## src/rtl/core/frc7_pkg.sv

```systemverilog
// Package with the types and constants of the CRC-7 checked frame receiver.
`timescale 1ns / 1ps
`default_nettype none

package frc7_pkg;

  localparam logic [7:0] CrcDivisorReset = 8'hA7;

  typedef enum logic [6:0] {
    PH_ID_HI = 7'b0000001,
    PH_ID_LO = 7'b0000010,
    PH_FUNC  = 7'b0000100,
    PH_LEN   = 7'b0001000,
    PH_BASE  = 7'b0010000,
    PH_DATA  = 7'b0100000,
    PH_CHECK = 7'b1000000
  } frc7_phase_e;

  typedef enum logic {
    KIND_DATA    = 1'b0,
    KIND_SUMMARY = 1'b1
  } frc7_kind_e;

  typedef struct packed {
    frc7_kind_e  item_kind;
    logic [7:0]  payload_byte;
    logic [7:0]  payload_index;
    logic [15:0] sender_id;
    logic [7:0]  func_code;
    logic [7:0]  payload_length;
    logic [7:0]  start_address;
    logic        crc_ok;
  } frc7_item_t;

  typedef struct packed {
    logic       emit;
    frc7_item_t item;
  } frc7_result_t;

endpackage

`default_nettype wire

```

## src/rtl/core/frc7_rx_if.sv

```systemverilog
// Interface of the received byte channel.
`timescale 1ns / 1ps
`default_nettype none

interface frc7_rx_if;
  logic       valid;
  logic       ready;
  logic [7:0] rx_byte;

  modport source (output valid, output rx_byte, input ready);
  modport sink (input valid, input rx_byte, output ready);
endinterface

`default_nettype wire

```

## src/rtl/core/frc7_item_if.sv

```systemverilog
// Interface of the result item channel.
`timescale 1ns / 1ps
`default_nettype none

interface frc7_item_if;
  logic        valid;
  logic        ready;
  logic        item_kind;
  logic [7:0]  payload_byte;
  logic [7:0]  payload_index;
  logic [15:0] sender_id;
  logic [7:0]  func_code;
  logic [7:0]  payload_length;
  logic [7:0]  start_address;
  logic        crc_ok;

  modport source (
    output valid, output item_kind, output payload_byte, output payload_index,
    output sender_id, output func_code, output payload_length,
    output start_address, output crc_ok, input ready
  );
  modport sink (
    input valid, input item_kind, input payload_byte, input payload_index,
    input sender_id, input func_code, input payload_length,
    input start_address, input crc_ok, output ready
  );
endinterface

`default_nettype wire

```

## src/rtl/core/frame_receiver_crc7_check_core.sv

```systemverilog
// Top level of the CRC-7 checked frame receiver.
//
// Received bytes arrive on rx_i, a valid/ready channel; a transfer takes one
// byte. Results leave on item_o: one data item for each payload byte and one
// summary item with the CRC-ok flag for each check byte. Header bytes give
// no result. The user must write the CRC divisor through crc_divisor_we_i
// and crc_divisor_i while no frame byte is in flight, which is not enforced.
//
// A byte waits in the input register, then the parse step and the CRC update
// run combinationally into the output register, from which its result is
// shown on item_o. One byte per cycle is taken without gaps as long as item_o
// is taken.
//
// Reset empties both registers, clears the parse state and loads the divisor
// with 0xA7. When item_o stalls, the result holds and the byte behind it
// waits in the input register; rx_i.ready drops only when both are full.
`timescale 1ns / 1ps
`default_nettype none

module frame_receiver_crc7_check_core (
  input  logic       clk_i,
  input  logic       rst_ni,
  input  logic       crc_divisor_we_i,
  input  logic [7:0] crc_divisor_i,
  frc7_rx_if.sink    rx_i,
  frc7_item_if.source item_o
);
  import frc7_pkg::*;

  logic         in_valid_q;
  logic [7:0]   in_byte_q;
  logic         out_valid_q;
  frc7_item_t   out_item_q;
  logic [7:0]   divisor_q;
  frc7_result_t result;
  logic         out_free;
  logic         advance;

  assign out_free   = !out_valid_q || item_o.ready;
  assign advance    = in_valid_q && (!result.emit || out_free);
  assign rx_i.ready = !in_valid_q || advance;

  frc7_parser u_parser (
    .clk_i     (clk_i),
    .rst_ni    (rst_ni),
    .step_i    (advance),
    .byte_i    (in_byte_q),
    .divisor_i (divisor_q),
    .result_o  (result)
  );

  always_ff @(posedge clk_i or negedge rst_ni) begin
    if (!rst_ni) begin
      divisor_q <= CrcDivisorReset;
    end else if (crc_divisor_we_i) begin
      divisor_q <= crc_divisor_i;
    end
  end

  always_ff @(posedge clk_i or negedge rst_ni) begin
    if (!rst_ni) begin
      in_valid_q <= 1'b0;
    end else if (rx_i.ready) begin
      in_valid_q <= rx_i.valid;
    end
  end

  always_ff @(posedge clk_i) begin
    if (rx_i.ready && rx_i.valid) begin
      in_byte_q <= rx_i.rx_byte;
    end
  end

  always_ff @(posedge clk_i or negedge rst_ni) begin
    if (!rst_ni) begin
      out_valid_q <= 1'b0;
    end else if (advance && result.emit) begin
      out_valid_q <= 1'b1;
    end else if (item_o.ready) begin
      out_valid_q <= 1'b0;
    end
  end

  always_ff @(posedge clk_i) begin
    if (advance && result.emit) begin
      out_item_q <= result.item;
    end
  end

  assign item_o.valid          = out_valid_q;
  assign item_o.item_kind      = out_item_q.item_kind;
  assign item_o.payload_byte   = out_item_q.payload_byte;
  assign item_o.payload_index  = out_item_q.payload_index;
  assign item_o.sender_id      = out_item_q.sender_id;
  assign item_o.func_code      = out_item_q.func_code;
  assign item_o.payload_length = out_item_q.payload_length;
  assign item_o.start_address  = out_item_q.start_address;
  assign item_o.crc_ok         = out_item_q.crc_ok;

endmodule

`default_nettype wire

```

## src/rtl/core/frc7_crc.sv

```systemverilog
// Byte-wide MSB-first CRC-7 remainder update.
`timescale 1ns / 1ps
`default_nettype none

module frc7_crc (
  input  logic [6:0] rem_i,
  input  logic [7:0] byte_i,
  input  logic [6:0] taps_i,
  output logic [6:0] rem_o
);

  always_comb begin
    logic [6:0] rem;
    logic       fb;
    rem = rem_i;
    for (int b = 7; b >= 0; b--) begin
      fb  = rem[6] ^ byte_i[b];
      rem = {rem[5:0], 1'b0};
      if (fb) begin
        rem = rem ^ taps_i;
      end
    end
    rem_o = rem;
  end

endmodule

`default_nettype wire

```

## src/rtl/core/frc7_parser.sv

```systemverilog
// Frame parse state and the per-byte parse step.
`timescale 1ns / 1ps
`default_nettype none

module frc7_parser (
  input  logic                clk_i,
  input  logic                rst_ni,
  input  logic                step_i,
  input  logic [7:0]          byte_i,
  input  logic [7:0]          divisor_i,
  output frc7_pkg::frc7_result_t result_o
);
  import frc7_pkg::*;

  frc7_phase_e phase_q, phase_d;
  logic [7:0]  count_q, count_d;
  logic [6:0]  rem_q, rem_d;
  logic [15:0] id_q, id_d;
  logic [7:0]  func_q, func_d;
  logic [7:0]  len_q, len_d;
  logic [7:0]  base_q, base_d;
  logic [6:0]  crc_in;
  logic [6:0]  crc_out;
  logic [7:0]  count_inc;

  assign crc_in    = (phase_q == PH_DATA || phase_q == PH_ID_LO || phase_q == PH_FUNC ||
                      phase_q == PH_LEN || phase_q == PH_BASE) ? rem_q : 7'd0;
  assign count_inc = count_q + 8'd1;

  frc7_crc u_crc (
    .rem_i  (crc_in),
    .byte_i (byte_i),
    .taps_i (divisor_i[6:0]),
    .rem_o  (crc_out)
  );

  always_comb begin
    phase_d  = phase_q;
    count_d  = count_q;
    rem_d    = crc_out;
    id_d     = id_q;
    func_d   = func_q;
    len_d    = len_q;
    base_d   = base_q;
    result_o = '0;
    result_o.item.sender_id      = id_q;
    result_o.item.func_code      = func_q;
    result_o.item.payload_length = len_q;
    result_o.item.start_address  = base_q;
    unique case (phase_q)
      PH_ID_LO: begin
        id_d    = {id_q[15:8], byte_i};
        phase_d = PH_FUNC;
      end
      PH_FUNC: begin
        func_d  = byte_i;
        phase_d = PH_LEN;
      end
      PH_LEN: begin
        len_d   = byte_i;
        phase_d = PH_BASE;
      end
      PH_BASE: begin
        base_d  = byte_i;
        count_d = 8'd0;
        phase_d = (len_q == 8'd0) ? PH_CHECK : PH_DATA;
      end
      PH_DATA: begin
        result_o.emit               = 1'b1;
        result_o.item.item_kind     = KIND_DATA;
        result_o.item.payload_byte  = byte_i;
        result_o.item.payload_index = count_q;
        count_d                     = count_inc;
        if (count_inc == len_q) begin
          phase_d = PH_CHECK;
        end
      end
      PH_CHECK: begin
        result_o.emit           = 1'b1;
        result_o.item.item_kind = KIND_SUMMARY;
        result_o.item.crc_ok    = (byte_i[6:0] == rem_q);
        rem_d                   = 7'd0;
        count_d                 = 8'd0;
        phase_d                 = PH_ID_HI;
      end
      default: begin
        id_d    = {byte_i, 8'd0};
        count_d = 8'd0;
        phase_d = PH_ID_LO;
      end
    endcase
  end

  always_ff @(posedge clk_i or negedge rst_ni) begin
    if (!rst_ni) begin
      phase_q <= PH_ID_HI;
      count_q <= 8'd0;
      rem_q   <= 7'd0;
      id_q    <= 16'd0;
      func_q  <= 8'd0;
      len_q   <= 8'd0;
      base_q  <= 8'd0;
    end else if (step_i) begin
      phase_q <= phase_d;
      count_q <= count_d;
      rem_q   <= rem_d;
      id_q    <= id_d;
      func_q  <= func_d;
      len_q   <= len_d;
      base_q  <= base_d;
    end
  end

endmodule

`default_nettype wire

```

## src/flat_wrapper.sv

```systemverilog
// flat-port wrapper written by rule: the top's interface ports become plain ports
module frame_receiver_crc7_check_core_flat import frc7_pkg::*;
  (clk_i, rst_ni, crc_divisor_we_i, crc_divisor_i, rx_i_valid, rx_i_rx_byte, rx_i_ready, item_o_valid, item_o_item_kind, item_o_payload_byte, item_o_payload_index, item_o_sender_id, item_o_func_code, item_o_payload_length, item_o_start_address, item_o_crc_ok, item_o_ready);
  frc7_rx_if rx_i_i ();
  frc7_item_if item_o_i ();
  input  logic clk_i;
  input  logic rst_ni;
  input  logic crc_divisor_we_i;
  input  logic [7:0] crc_divisor_i;
  input wire logic [$bits(rx_i_i.valid)-1:0] rx_i_valid;
  input wire logic [$bits(rx_i_i.rx_byte)-1:0] rx_i_rx_byte;
  output wire logic [$bits(rx_i_i.ready)-1:0] rx_i_ready;
  output wire logic [$bits(item_o_i.valid)-1:0] item_o_valid;
  output wire logic [$bits(item_o_i.item_kind)-1:0] item_o_item_kind;
  output wire logic [$bits(item_o_i.payload_byte)-1:0] item_o_payload_byte;
  output wire logic [$bits(item_o_i.payload_index)-1:0] item_o_payload_index;
  output wire logic [$bits(item_o_i.sender_id)-1:0] item_o_sender_id;
  output wire logic [$bits(item_o_i.func_code)-1:0] item_o_func_code;
  output wire logic [$bits(item_o_i.payload_length)-1:0] item_o_payload_length;
  output wire logic [$bits(item_o_i.start_address)-1:0] item_o_start_address;
  output wire logic [$bits(item_o_i.crc_ok)-1:0] item_o_crc_ok;
  input wire logic [$bits(item_o_i.ready)-1:0] item_o_ready;
  assign rx_i_i.valid = rx_i_valid;
  assign rx_i_i.rx_byte = rx_i_rx_byte;
  assign rx_i_ready = rx_i_i.ready;
  assign item_o_valid = item_o_i.valid;
  assign item_o_item_kind = item_o_i.item_kind;
  assign item_o_payload_byte = item_o_i.payload_byte;
  assign item_o_payload_index = item_o_i.payload_index;
  assign item_o_sender_id = item_o_i.sender_id;
  assign item_o_func_code = item_o_i.func_code;
  assign item_o_payload_length = item_o_i.payload_length;
  assign item_o_start_address = item_o_i.start_address;
  assign item_o_crc_ok = item_o_i.crc_ok;
  assign item_o_i.ready = item_o_ready;
  frame_receiver_crc7_check_core u_core (.clk_i(clk_i), .rst_ni(rst_ni), .crc_divisor_we_i(crc_divisor_we_i), .crc_divisor_i(crc_divisor_i), .rx_i(rx_i_i), .item_o(item_o_i));
endmodule
```

## config.mk

```make
export PLATFORM = sky130hd
export DESIGN_NAME = frame_receiver_crc7_check_core_flat
export DESIGN_NICKNAME = d
export VERILOG_FILES = /design/src/rtl/core/frc7_pkg.sv /design/src/rtl/core/frc7_rx_if.sv /design/src/rtl/core/frc7_item_if.sv /design/src/rtl/core/frame_receiver_crc7_check_core.sv /design/src/rtl/core/frc7_crc.sv /design/src/rtl/core/frc7_parser.sv /design/src/flat_wrapper.sv
export SDC_FILE = /design/constraint.sdc
export NUM_CORES = 1
export LEC_CHECK = 0
export ABC_AREA = 1
export BUFFER_PORTS_ARGS = -buffer_cell sky130_fd_sc_hd__buf_2
export CAP_MARGIN = 20
export CORE_AREA = 5 5 126 128
export CTS_BUF_LIST = sky130_fd_sc_hd__clkbuf_2
export CTS_CLUSTER_DIAMETER = 60
export DETAILED_ROUTE_END_ITERATION = 10
export DIE_AREA = 0 0 131 133
export MAX_ROUTING_LAYER = met4
export PLACE_DENSITY_LB_ADDON = 0.25
export RECOVER_POWER = 50
export REMOVE_ABC_BUFFERS = 1
export SYNTH_ARGS = -nofsm -noshare
export SYNTH_HDL_FRONTEND = slang
export SYNTH_SLANG_ARGS = --single-unit
```

## constraint.sdc

```tcl
create_clock -name clk_i -period 7.43 [get_ports clk_i]
set_input_delay 0.743 -clock clk_i [delete_from_list [all_inputs] [get_ports clk_i]]
set_output_delay 0.743 -clock clk_i [all_outputs]
set_load 0.005 [all_outputs]
```

Word level (Yosys, flattened, before mapping):

Cells that the tools add are included.

* output and inout bits: 60
* bits in registers: 137
* word-level logic and storage cells: 91
* input port bits: 21

* $add $sub $neg: 1
* equal/unequal tests: 9
* bitwise operators: 19
* multiplexer cells: 18
* reduce and logical (&&, ||, !) cells: 24

Operator list (number)
* 2-to-1 mux 7 bit: 12
* XOR 7 bit: 8
* one-hot mux 7 bit (6 select lines): 1
* one-hot mux 16 bit (2 select lines): 1
* one-hot mux 8 bit (2 select lines): 1
* AND reduction 2 bit: 6
* adder 8 x 1 -> 8 bit, second input constant: 1
* == test 8 bit: 1
* zero test 8 bit: 1
* XOR 1 bit: 8
* == test 7 x 2 -> 1 bit, second input constant: 1
* == test 7 x 3 -> 1 bit, second input constant: 1
* == test 7 x 4 -> 1 bit, second input constant: 1
* == test 7 x 5 -> 1 bit, second input constant: 1
* == test 7 x 6 -> 1 bit, second input constant: 1
* == test 7 bit: 1
* == test 7 bit, second input constant: 1
* logical OR 1 bit: 7
* OR reduction 5 bit: 1
* one-hot mux 2 bit (2 select lines): 1
* logical AND 1 bit: 3
* zero test 1 bit: 3
* inverter 1 bit: 3
* AND reduction 3 bit: 1
* 4 further kinds: 5

Depth between registers and ports, before layout:

Gate-level depths: netlist of run 1.

* depth in word-level cells: 23
* depth in mapped cells: 35
* depth with buffers taken out: 34

By module:

A second synthesis of run 1 with hierarchy kept.

* cells, all modules: 795
* area, all modules: 6994.2 um^2

Modules (own cells, without submodules)
* frc7_parser: cells an instance 390, seq. area each 1552.7 um^2, instances 1, area each 3181.8 um^2
* frame_receiver_crc7_check_core: cells an instance 114, seq. area each 2238.4 um^2, instances 1, area each 2403.6 um^2
* frc7_crc: cells an instance 291, seq. area each 0.0 um^2, instances 1, area each 1408.9 um^2

Least setup slack after synthesis of run 1:

OpenSTA, ideal clock, no wires.

* path kind: register to register
* start: register u_core.u_parser.phase_q[0]
* end: register u_core.u_parser.rem_q[3]
* cell stages (with the launch flop): 31
* arrival time: 3.075 ns
* slack: 4.237 ns
* clock period less this slack: 3.193 ns
* buffers on the path: 1
* library setup time: 0.118 ns
* cells stage by stage: dfstp_2 > nor2_2 > nand2_1 > nor2_1 > nor2_2 > nand3_4 > buf_8 > nand2_1 > nand2_2 > nand2_4 > nand2_1 > inv_1 > nor2_2 > nand3_2 > nand3_2 > nand2_4 > nand2_4 > o21ai_1 > nand2_2 > nand2_4 > inv_4 > nor2_8 > nand2_2 > nand2_2 > nand2_4 > nand2_4 > inv_4 > nor2_8 > nand3_2 > nand3_1 > nand2_1

* word-level cells in the longest chain between the ends: 23
* elaborated cells on any way between the ends: 40
* classes of those cells: eq/ne: 6; mux: 11; bitwise: 16; reduce/logical: 7

RTL lines
* from (decl): line frc7_parser.sv:15 `frc7_phase_e phase_q, phase_d;`
* from (signal assigned): line frc7_parser.sv:104 `phase_q <= phase_d;`
* == test 7 x 6 -> 1 bit or == test 7 x 2 -> 1 bit (tied branches): line frc7_parser.sv:26, frc7_parser.sv:50
* logical OR 1 bit (3 in a row): line frc7_parser.sv:26 `assign crc_in = (phase_q == PH_DATA || phase_q == PH_ID_LO || phase_q == PH_FUNC ||`
* logical OR 1 bit: line frc7_parser.sv:27 `phase_q == PH_LEN || phase_q == PH_BASE) ? rem_q : 7'd0;`
* 2-to-1 mux 7 bit: line frc7_parser.sv:27
* XOR 7 bit or XOR 1 bit (tied branches): line frc7_crc.sv:20, frc7_crc.sv:17
* 2-to-1 mux 7 bit: line frc7_crc.sv:19 `if (fb) begin`
* XOR 7 bit or XOR 1 bit (tied branches): line frc7_crc.sv:20, frc7_crc.sv:17
* 2-to-1 mux 7 bit: line frc7_crc.sv:19
* (+5 left out)
* 2-to-1 mux 7 bit: line frc7_crc.sv:19
* XOR 7 bit or XOR 1 bit (tied branches): line frc7_crc.sv:20, frc7_crc.sv:17
* 2-to-1 mux 7 bit: line frc7_crc.sv:19
* XOR 7 bit or XOR 1 bit (tied branches): line frc7_crc.sv:20, frc7_crc.sv:17
* 2-to-1 mux 7 bit: line frc7_crc.sv:19
* XOR 7 bit or XOR 1 bit (tied branches): line frc7_crc.sv:20, frc7_crc.sv:17
* 2-to-1 mux 7 bit: line frc7_crc.sv:19
* 2-to-1 mux 7 bit: line frc7_parser.sv:50 `unique case (phase_q)`
* to (signal assigned): line frc7_parser.sv:106 `rem_q <= rem_d;`
* to (decl): line frc7_parser.sv:17 `logic [6:0] rem_q, rem_d;`

Parallel ways exist; a longest one is shown, timed or not.
A chain may end at the register's enable or synchronous reset.

Worst setup path in the final report of run 1:

* start: register u_core.u_parser.phase_q[2]
* end: register u_core.u_parser.rem_q[6]

* word-level cells in the longest chain between the ends: 23
* elaborated cells on any way between the ends: 40
* classes of those cells: eq/ne: 6; mux: 11; bitwise: 16; reduce/logical: 7

RTL lines (line)
* == test 7 x 6 -> 1 bit or == test 7 x 2 -> 1 bit (tied branches): frc7_parser.sv:26, frc7_parser.sv:50
* logical OR 1 bit (3 in a row): frc7_parser.sv:26
* logical OR 1 bit: frc7_parser.sv:27
* 2-to-1 mux 7 bit: frc7_parser.sv:27
* XOR 7 bit or XOR 1 bit (tied branches): frc7_crc.sv:20, frc7_crc.sv:17
* 2-to-1 mux 7 bit: frc7_crc.sv:19
* XOR 1 bit or XOR 7 bit (tied branches): frc7_crc.sv:17, frc7_crc.sv:20
* 2-to-1 mux 7 bit: frc7_crc.sv:19
* (+5 left out)
* 2-to-1 mux 7 bit: frc7_crc.sv:19
* XOR 7 bit or XOR 1 bit (tied branches): frc7_crc.sv:20, frc7_crc.sv:17
* 2-to-1 mux 7 bit: frc7_crc.sv:19
* XOR 7 bit or XOR 1 bit (tied branches): frc7_crc.sv:20, frc7_crc.sv:17
* 2-to-1 mux 7 bit: frc7_crc.sv:19
* XOR 7 bit or XOR 1 bit (tied branches): frc7_crc.sv:20, frc7_crc.sv:17
* 2-to-1 mux 7 bit: frc7_crc.sv:19
* 2-to-1 mux 7 bit: frc7_parser.sv:50

Parallel ways exist; a longest one is shown, timed or not.

==> results of run 1 <==
[kinds of logic (layout without fill, tap and decap cells)]
kind of cell	count (synthesis)	after routing	share of synthesized area [%]
xor gates and xnor gates	33	33	4.75
buffers and inverters	89	185	5.20
other	0	2	0
and+or+nand+nor	413	413	30.1
muxes	1	1	0.162
adders and majority gates	1	1	0.180
AOI/OAI and AO/OA	71	71	5.47
DFF	137	137	54.1
[layer usage]
layer | track usage [%] | up-vias | wire length, um | part of all wire, %
met3 | 4.36 | 16 | 924 | 6.3
met5 | - | - | 0 | 0
li1 | - | 2630 | - | -
met1 | 25.1 | 2415 | 6570 | 45
met2 | 29.3 | 138 | 7110 | 48
met4 | 4.86 | 0 | 146 | 0.99
[final timing paths]
| check | from | to | slack [ns] | cells after the start |
|---|---|---|---|---|
| setup / recovery | u_core.u_parser.phase_q[2]$_DFFE_PN0P_ | u_core.u_parser.rem_q[6]$_DFFE_PN0P_ | 3.06 | 26 |
| hold / removal | rx_i_rx_byte[6] | u_core.in_byte_q[6]$_DFFE_PP_ | 0.22 | 1 |
| setup reg to reg | u_core.u_parser.phase_q[2]$_DFFE_PN0P_ | u_core.u_parser.rem_q[6]$_DFFE_PN0P_ | 3.06 | 26 |
| hold reg to reg | u_core.u_parser.base_q[3]$_DFFE_PN0P_ | u_core.item_o.start_address[3]$_DFFE_PP_ | 0.46 | 0 |
| max in group asynchronous | rst_ni | u_core.u_parser.count_q[4]$_DFFE_PN0P_ | 3.84 | 2 |
| min in group asynchronous | rst_ni | u_core.u_parser.func_q[6]$_DFFE_PN0P_ | 1.46 | 2 |
[layout by cell type, fill, tap and decap left out, drive strengths merged, types with 4 or more instances in the layout]
| cell | count |
|---|---|
| xor2 | 21 |
| nand4 | 8 |
| clkbuf | 25 |
| nand2 | 234 |
| clkinv | 14 |
| inv | 69 |
| buf | 74 |
| xnor2 | 12 |
| nor3 | 4 |
| nor2 | 62 |
| nand3 | 99 |
| o21ai | 58 |
| dfrtp | 66 |
| edfxtp | 66 |
| o22ai | 8 |
| dfstp | 5 |
[power groups by stage]
stage / sequential [uW] / clock, uW / combinational [uW]
after floorplan: 1080 / 0 / 1660
after global placement: 1120 / 0 / 1940
after detailed placement: 1120 / 0 / 1980
after CTS: 1110 / 360 / 1990
after global routing: 1130 / 396 / 2270
final: 1110 / 347 / 1960
[stage by stage]
stage | instances | setup WS, ns | hold WS, ns | power, uW | util, %
6_report | 1031 | 3.06 | 0.222 | 3420 | 52.0
5_1_grt | 1031 | 2.58 | 0.105 | 3800 | 52.0
4_1_cts | 1029 | 3.16 | 0.123 | 3450 | 52.1
3_5_place_dp | 997 | 3.18 | 0.430 | 3100 | 50.9
3_3_place_gp | 997 | 3.22 | 0.426 | 3070 | 50.9
2_1_floorplan | 728 | 3.83 | 0.419 | 2740 | -
[final cells by class]
type	count	area, um2
clock inverter	14	82.6
antenna	2	5.00
multi-input combinational	519	2820
tap	188	235
timing repair buffer	81	399
sequential	137	3760
fill	1414	7080
inverter	72	275
clock buffer	18	90.1
[Yosys cell counts (2+ instances only)]
cell type	instances	area (um2)
o21ai_0	55	275
o22ai_1	8	50.1
nand3_1	76	380
nor2_1	46	173
o21ai_1	3	15.0
xnor2_2	2	32.5
nand2_2	13	81.3
nor2_2	7	43.8
nand3_2	17	170
o21bai_1	2	15.0
nand3_4	6	105
nand2_1	210	788
edfxtp_1	66	1980
nand4_1	8	50.1
clkinv_1	4	15.0
inv_1	55	206
buf_4	2	15.0
dfrtp_1	66	1650
nand2_4	11	124
nor4_1	3	18.8
nor2_4	7	78.8
nor3_1	4	20.0
clkbuf_1	11	41.3
dfstp_2	5	131
buf_2	3	15.0
xor2_1	20	175
inv_2	11	41.3
xnor2_1	9	78.8
inv_4	2	12.5
nor2_8	2	40.0
[registers in the layout, summed over array words and instances (netlist names), 7 cells and up]
| signal | count |
|---|---|
| u_core.item_o.sender_id | 16 |
| u_core.u_parser.id_q | 16 |
| u_core.in_byte_q | 8 |
| u_core.item_o.func_code | 8 |
| u_core.item_o.payload_byte | 8 |
| u_core.item_o.payload_index | 8 |
| u_core.item_o.payload_length | 8 |
| u_core.item_o.start_address | 8 |
| u_core.u_parser.base_q | 8 |
| u_core.u_parser.count_q | 8 |
| u_core.u_parser.func_q | 8 |
| u_core.u_parser.len_q | 8 |
| u_core.divisor_q | 7 |
| u_core.u_parser.phase_q | 7 |
| u_core.u_parser.rem_q | 7 |
[critical path: cells and delay by family, from the launching register on]
kind / cells / cell delay [ns]
xor+xnor: 1 / 0.35
flops: 1 / 0.45
buf+inv: 2 / 0.13
simple gates: 23 / 3.34
==> Implementation_results.wiki, run 1 <==
{| class="wikitable"
! Metric !! Value
|-
| Maximum root-to-sink buffer count || 2
|-
| Sequential power share || 32.4%
|-
| Cell area after technology mapping || 6950 um2
|-
| CTS tree || built
|-
| Fraction of registers with async set or reset after synthesis || 51.8%
|-
| Clock latency on the worst-skew pair || 0.69 ns
|-
| Least-Margin Pin Slew || 3.83 ns
|-
| Sink Count || 137
|-
| Final sum of negative setup slack || 0 ns
|-
| Post-synthesis sequential element count || 137
|-
| Number of top-level pins || 81
|-
| Area of placed instances || 7510 um2
|-
| Net count of the finished layout || 850
|-
| Post-CTS setup buffer count || 0
|-
| CP endpoint kind || register
|-
| Routability Congestion || 0.870
|-
| Clock period minus worst slack || 4.37 ns
|-
| Avg Vias per Cell || 5.04
|-
| Number of search-and-repair iterations in the first detailed-routing pass || 5
|-
| Initial Utilization || 47.1%
|-
| Wire length per cell || 14.3 um
|-
| Number of distinct standard cells referenced by the synthesized netlist || 41
|-
| Worst Clk Skew || 0.0311 ns
|-
| Number of CTS-inserted buffers || 17
|-
| Proportion of layout cells with a drive suffix above 1 || 21.9%
|-
| Area inside the core boundary || 14800 um2
|-
| Setup repair after global routing missed its margin || false
|-
| Largest voltage drop on the vdd net || 0.411 mV
|-
| Final wirelength || 14800 um
|-
| Sort of element at the start of the critical path || register
|-
| Switching part of the total || 49.0%
|-
| Cts repair resizes || 0
|-
| Internal power contribution || 1740 uW
|-
| Most frequent cell on the critical path || nand3_2
|-
| Cell with the largest stage delay on the worst path || nor2_1
|-
| Predominant post-synthesis flop cell || edfxtp_1
|-
| Pwr Density || 446 nW/um2
|-
| Vias post-DR || 5199
|-
| Clk network pwr share || 10.2%
|-
| GRT Overall Usage || 18.9%
|-
| Hold WC Path Type || in2reg
|-
| Finished layout cell area || 7670 um2
|-
| Leakage dissipation || 0.00357 uW
|-
| Largest driver fanout on the critical path || 24
|-
| Number of DRC markers in iteration 0 || 410
|-
| Required time reported for the critical path endpoint || 8.03 ns
|-
| Number of H-tree levels || 4
|-
| Comb pwr share || 57.4%
|-
| Syn Area/Cell || 9.33 um2
|-
| Die width || 131 um
|-
| Number of input and output port buffers inserted || 79
|-
| Critical path type || reg2reg
|-
| Via count of the first global-routing pass || 5023
|-
| Root buffer cell || clkbuf_2
|-
| Sw Pwr || 1680 uW
|-
| Endpoints failing hold || 0
|-
| Number of remaining DRC errors || 0
|-
| Initial antenna violation count || 1
|-
| Row count || 45
|-
| Top achievable clock speed || 229 MHz
|-
| Max incr delay on CP || 0.52 ns
|-
| Synthesized instance count || 745
|-
| Final critical-path share of the clock period || 58.8%
|-
| Sum of overflow across all layers after global routing || 0
|-
| Post-synthesis to final-layout area growth || 10.3%
|-
| # hold bufs at CTS || 0
|-
| Overall die height || 133 um
|-
| Number of flops mapped to enable cells by yosys || 66
|-
| Data arrival time of the critical path || 4.97 ns
|-
| Slew HR || -155%
|-
| Warnings from Yosys || 0
|-
| Wire length of the first global-routing pass || 25100 um
|-
| Violations in the final reports || capacitance limit, slew limit
|-
| Clock-pin slew on the worst setup and hold paths || 0.19 ns
|-
| Largest net degree at the start of global routing || 72
|-
| Status || finished with violations
|-
| Number of violations of the max-capacitance limit || 1
|-
| Antenna viol nets, final || 0
|-
| Final setup violation count || 0
|-
| Max-slew violation total from the final report || 72
|-
| Fraction of the yosys area taken by sequential cells || 54.1%
|-
| DP HPWL || 10600 um
|-
| Area of the die || 17400 um2
|}
Power figures use the tool's default switching activity.
==> inputs of run 2 (changes only) <==
==> constraint.sdc (replaced) <==
create_clock -name clk_i -period 4.3 [get_ports clk_i]
set_input_delay 0.43 -clock clk_i [delete_from_list [all_inputs] [get_ports clk_i]]
set_output_delay 0.43 -clock clk_i [all_outputs]
set_load 0.005 [all_outputs]
==> run 2 against run 1 <==
Against the previous run:
- the run still ends with capacitance limit, slew limit left
- hold slack worse by 0.11 ns
- utilization up 2.7 points
- sequential share of layout area down 2.4 points
- non-clock buffer count up 33
- first-iteration DRC count up 4.9%
- register-to-register slack worse by 2.7 ns
- critical endpoint is now u_core.u_parser.rem_q[3]$_DFFE_PN0P_
- count of clock-buffer cells in the layout down 1
- die area unchanged
- total power up 80%
- final area up 5.2%
- sequential power up 72%
- via count up 3.6%
==> Implementation_results.wiki, run 2 (synthesis results as in run 1) <==
{| class="wikitable"
! Metric !! Value
|-
| Number of input and output port buffers inserted || 79 (unchanged)
|-
| Vias post-DR || 5384 (was 5199)
|-
| Final critical-path share of the clock period || 90.7% (was 58.8%)
|-
| Worst setup slack after layout || 0.401 ns (was 3.06 ns)
|-
| Post-CTS setup buffer count || 0 (unchanged)
|-
| Slew HR || -42.4% (was -155%)
|-
| Initial Utilization || 47.1% (unchanged)
|-
| Violations in the final reports || capacitance limit, slew limit (unchanged)
|-
| Required time reported for the critical path endpoint || 4.95 ns (was 8.03 ns)
|-
| Cell with the largest stage delay on the worst path || dfstp_1 (was nor2_1)
|-
| Number of search-and-repair iterations in the first detailed-routing pass || 7 (was 5)
|-
| Root buffer cell || clkbuf_2 (unchanged)
|-
| # hold bufs at CTS || 30 (was 0)
|-
| Number of H-tree levels || 4 (unchanged)
|-
| Net count of the finished layout || 883 (was 850)
|-
| Largest net degree at the start of global routing || 49 (was 72)
|-
| Row count || 45 (unchanged)
|-
| Sort of element at the start of the critical path || register (unchanged)
|-
| Multi-input combinational cell area || 2830 um2 (was 2820 um2)
|-
| Finished layout cell area || 8070 um2 (was 7670 um2)
|-
| Max-slew violation total from the final report || 74 (was 72)
|-
| Sum of overflow across all layers after global routing || 0 (unchanged)
|-
| Initial antenna violation count || 1 (unchanged)
|-
| Area of the die || 17400 um2 (unchanged)
|-
| Filler cell count || 1347 (was 1414)
|-
| Avg Vias per Cell || 5.06 (was 5.04)
|-
| Cts repair resizes || 0 (unchanged)
|-
| Number of top-level pins || 81 (unchanged)
|-
| CTS tree || built (unchanged)
|-
| Critical path type || reg2reg (unchanged)
|-
| CP endpoint kind || register (unchanged)
|-
| Proportion of layout cells with a drive suffix above 1 || 21.5% (was 21.9%)
|-
| Final wirelength || 15600 um (was 14800 um)
|-
| Final sum of negative setup slack || 0 ns (unchanged)
|-
| Number of DRC markers in iteration 0 || 430 (was 410)
|-
| Max incr delay on CP || 0.59 ns (was 0.52 ns)
|-
| Data arrival time of the critical path || 4.55 ns (was 4.97 ns)
|-
| Commonest cells after routing, fill and taps aside || nand2_1, nand3_1, buf_2 (unchanged)
|-
| Status || finished with violations (unchanged)
|-
| Via count of the first global-routing pass || 5312 (was 5023)
|-
| Antenna viol nets, final || 0 (unchanged)
|-
| Clock period minus worst slack || 3.90 ns (was 4.37 ns)
|-
| Die width || 131 um (unchanged)
|-
| Place WS || 0.453 ns (was 3.18 ns)
|-
| Setup repair after global routing missed its margin || false (unchanged)
|-
| Utilization of the core after routing || 54.7% (was 52.0%)
|-
| Post-synthesis to final-layout area growth || 16.0% (was 10.3%)
|-
| Top achievable clock speed || 256 MHz (was 229 MHz)
|-
| Endpoints failing hold || 0 (unchanged)
|-
| Final setup violation count || 0 (unchanged)
|-
| Overall die height || 133 um (unchanged)
|-
| Largest driver fanout on the critical path || 24 (unchanged)
|-
| DP HPWL || 11000 um (was 10600 um)
|-
| Maximum root-to-sink buffer count || 2 (unchanged)
|-
| Wire length per cell || 14.6 um (was 14.3 um)
|-
| Routability Congestion || 0.865 (was 0.870)
|-
| Sink Count || 137 (unchanged)
|-
| Wire length of the first global-routing pass || 25900 um (was 25100 um)
|-
| Largest voltage drop on the vdd net || 0.719 mV (was 0.411 mV)
|-
| Number of violations of the max-capacitance limit || 2 (was 1)
|-
| Number of CTS-inserted buffers || 17 (unchanged)
|-
| Leakage dissipation || 0.00372 uW (was 0.00357 uW)
|-
| Commonest non-fill, non-tap cell in the layout || nand2_1 (unchanged)
|-
| Clock-pin slew on the worst setup and hold paths || 0.22 ns (was 0.19 ns)
|-
| Number of remaining DRC errors || 0 (unchanged)
|-
| Hold WC Path Type || in2reg (unchanged)
|-
| Least-Margin Pin Slew || 2.14 ns (was 3.83 ns)
|-
| Clock latency on the worst-skew pair || 0.73 ns (was 0.69 ns)
|-
| Register cell area after layout || 3760 um2 (unchanged)
|-
| Area of placed instances || 7540 um2 (was 7510 um2)
|-
| Worst Clk Skew || 0.0410 ns (was 0.0311 ns)
|-
| GRT Overall Usage || 19.6% (was 18.9%)
|-
| Pwr Density || 763 nW/um2 (was 446 nW/um2)
|-
| Area inside the core boundary || 14800 um2 (unchanged)
|}
## run 2: cell types whose count changed in the layout (fill, tap and decap cells not counted), sizes merged
cell / delta
clkinv: -6
diode: -1
dlygate4sd3: +30
inv: +5
buf: -3
bufinv: +2
clkbuf: +5
## run 2: critical path, delay by kind of cell, from the launching register on
family	cells	cell delay, ns
XOR/XNOR	1	0.30
buffers and inverters	2	0.10
flip-flops	1	0.59
AND/OR/NAND/NOR	25	2.80
## run 2: worst paths after layout
kind,from,end,slack [ns],cells past startpoint
worst max-delay path,u_core.u_parser.phase_q[0]$_DFFE_PN1P_,u_core.u_parser.rem_q[3]$_DFFE_PN0P_,0.40,28
worst min-delay path,crc_divisor_we_i,u_core.divisor_q[6]$_DFFE_PN0P_,0.11,2
worst max register to register,u_core.u_parser.phase_q[0]$_DFFE_PN1P_,u_core.u_parser.rem_q[3]$_DFFE_PN0P_,0.40,28
worst min register to register,u_core.u_parser.base_q[6]$_DFFE_PN0P_,u_core.item_o.start_address[6]$_DFFE_PP_,0.46,0
max in group asynchronous,rst_ni,u_core.u_parser.count_q[7]$_DFFE_PN0P_,0.82,3
min in group asynchronous,rst_ni,u_core.u_parser.phase_q[1]$_DFFE_PN0P_,0.71,2
## run 2: metrics by stage
step / std cells / total power [uW] / hold slack, ns
3_3_place_gp: 1000 / 5310 / 0.425
2_1_floorplan: 728 / 4740 / 0.134
3_5_place_dp: 1000 / 5380 / 0.433
5_1_grt: 1063 / 6760 / 0.0760
4_1_cts: 1062 / 6200 / 0.0304
6_report: 1063 / 6150 / 0.114
## run 2: layout make-up
type / count / area share [%]
Antenna cell: 1 / 0.0310
Clock buffer: 17 / 1.05
Clock inverter: 15 / 2.03
Inverter: 72 / 3.41
Multi-Input combinational cell: 519 / 35.0
Sequential cell: 137 / 46.7
Tap cell: 188 / 2.92
Timing Repair Buffer: 114 / 8.86
## run 2: report_power, final
group / internal (uW) / total, uW / switching [uW] / leakage (uW)
logic: 1220 / 3460 / 2240 / 0.00207
clock network: 278 / 783 / 505 / 0.000142
registers: 1680 / 1910 / 229 / 0.00152
## run 2: per-layer routing
metal  track usage, %  vias to the layer above  part of all wire, %
met3             4.44                       23                  5.5
met1             24.1                     2531                   43
met5                -                        -                    0
li1                 -                     2690                    -
met2             32.1                      140                   50
met4             5.89                        0                  1.7
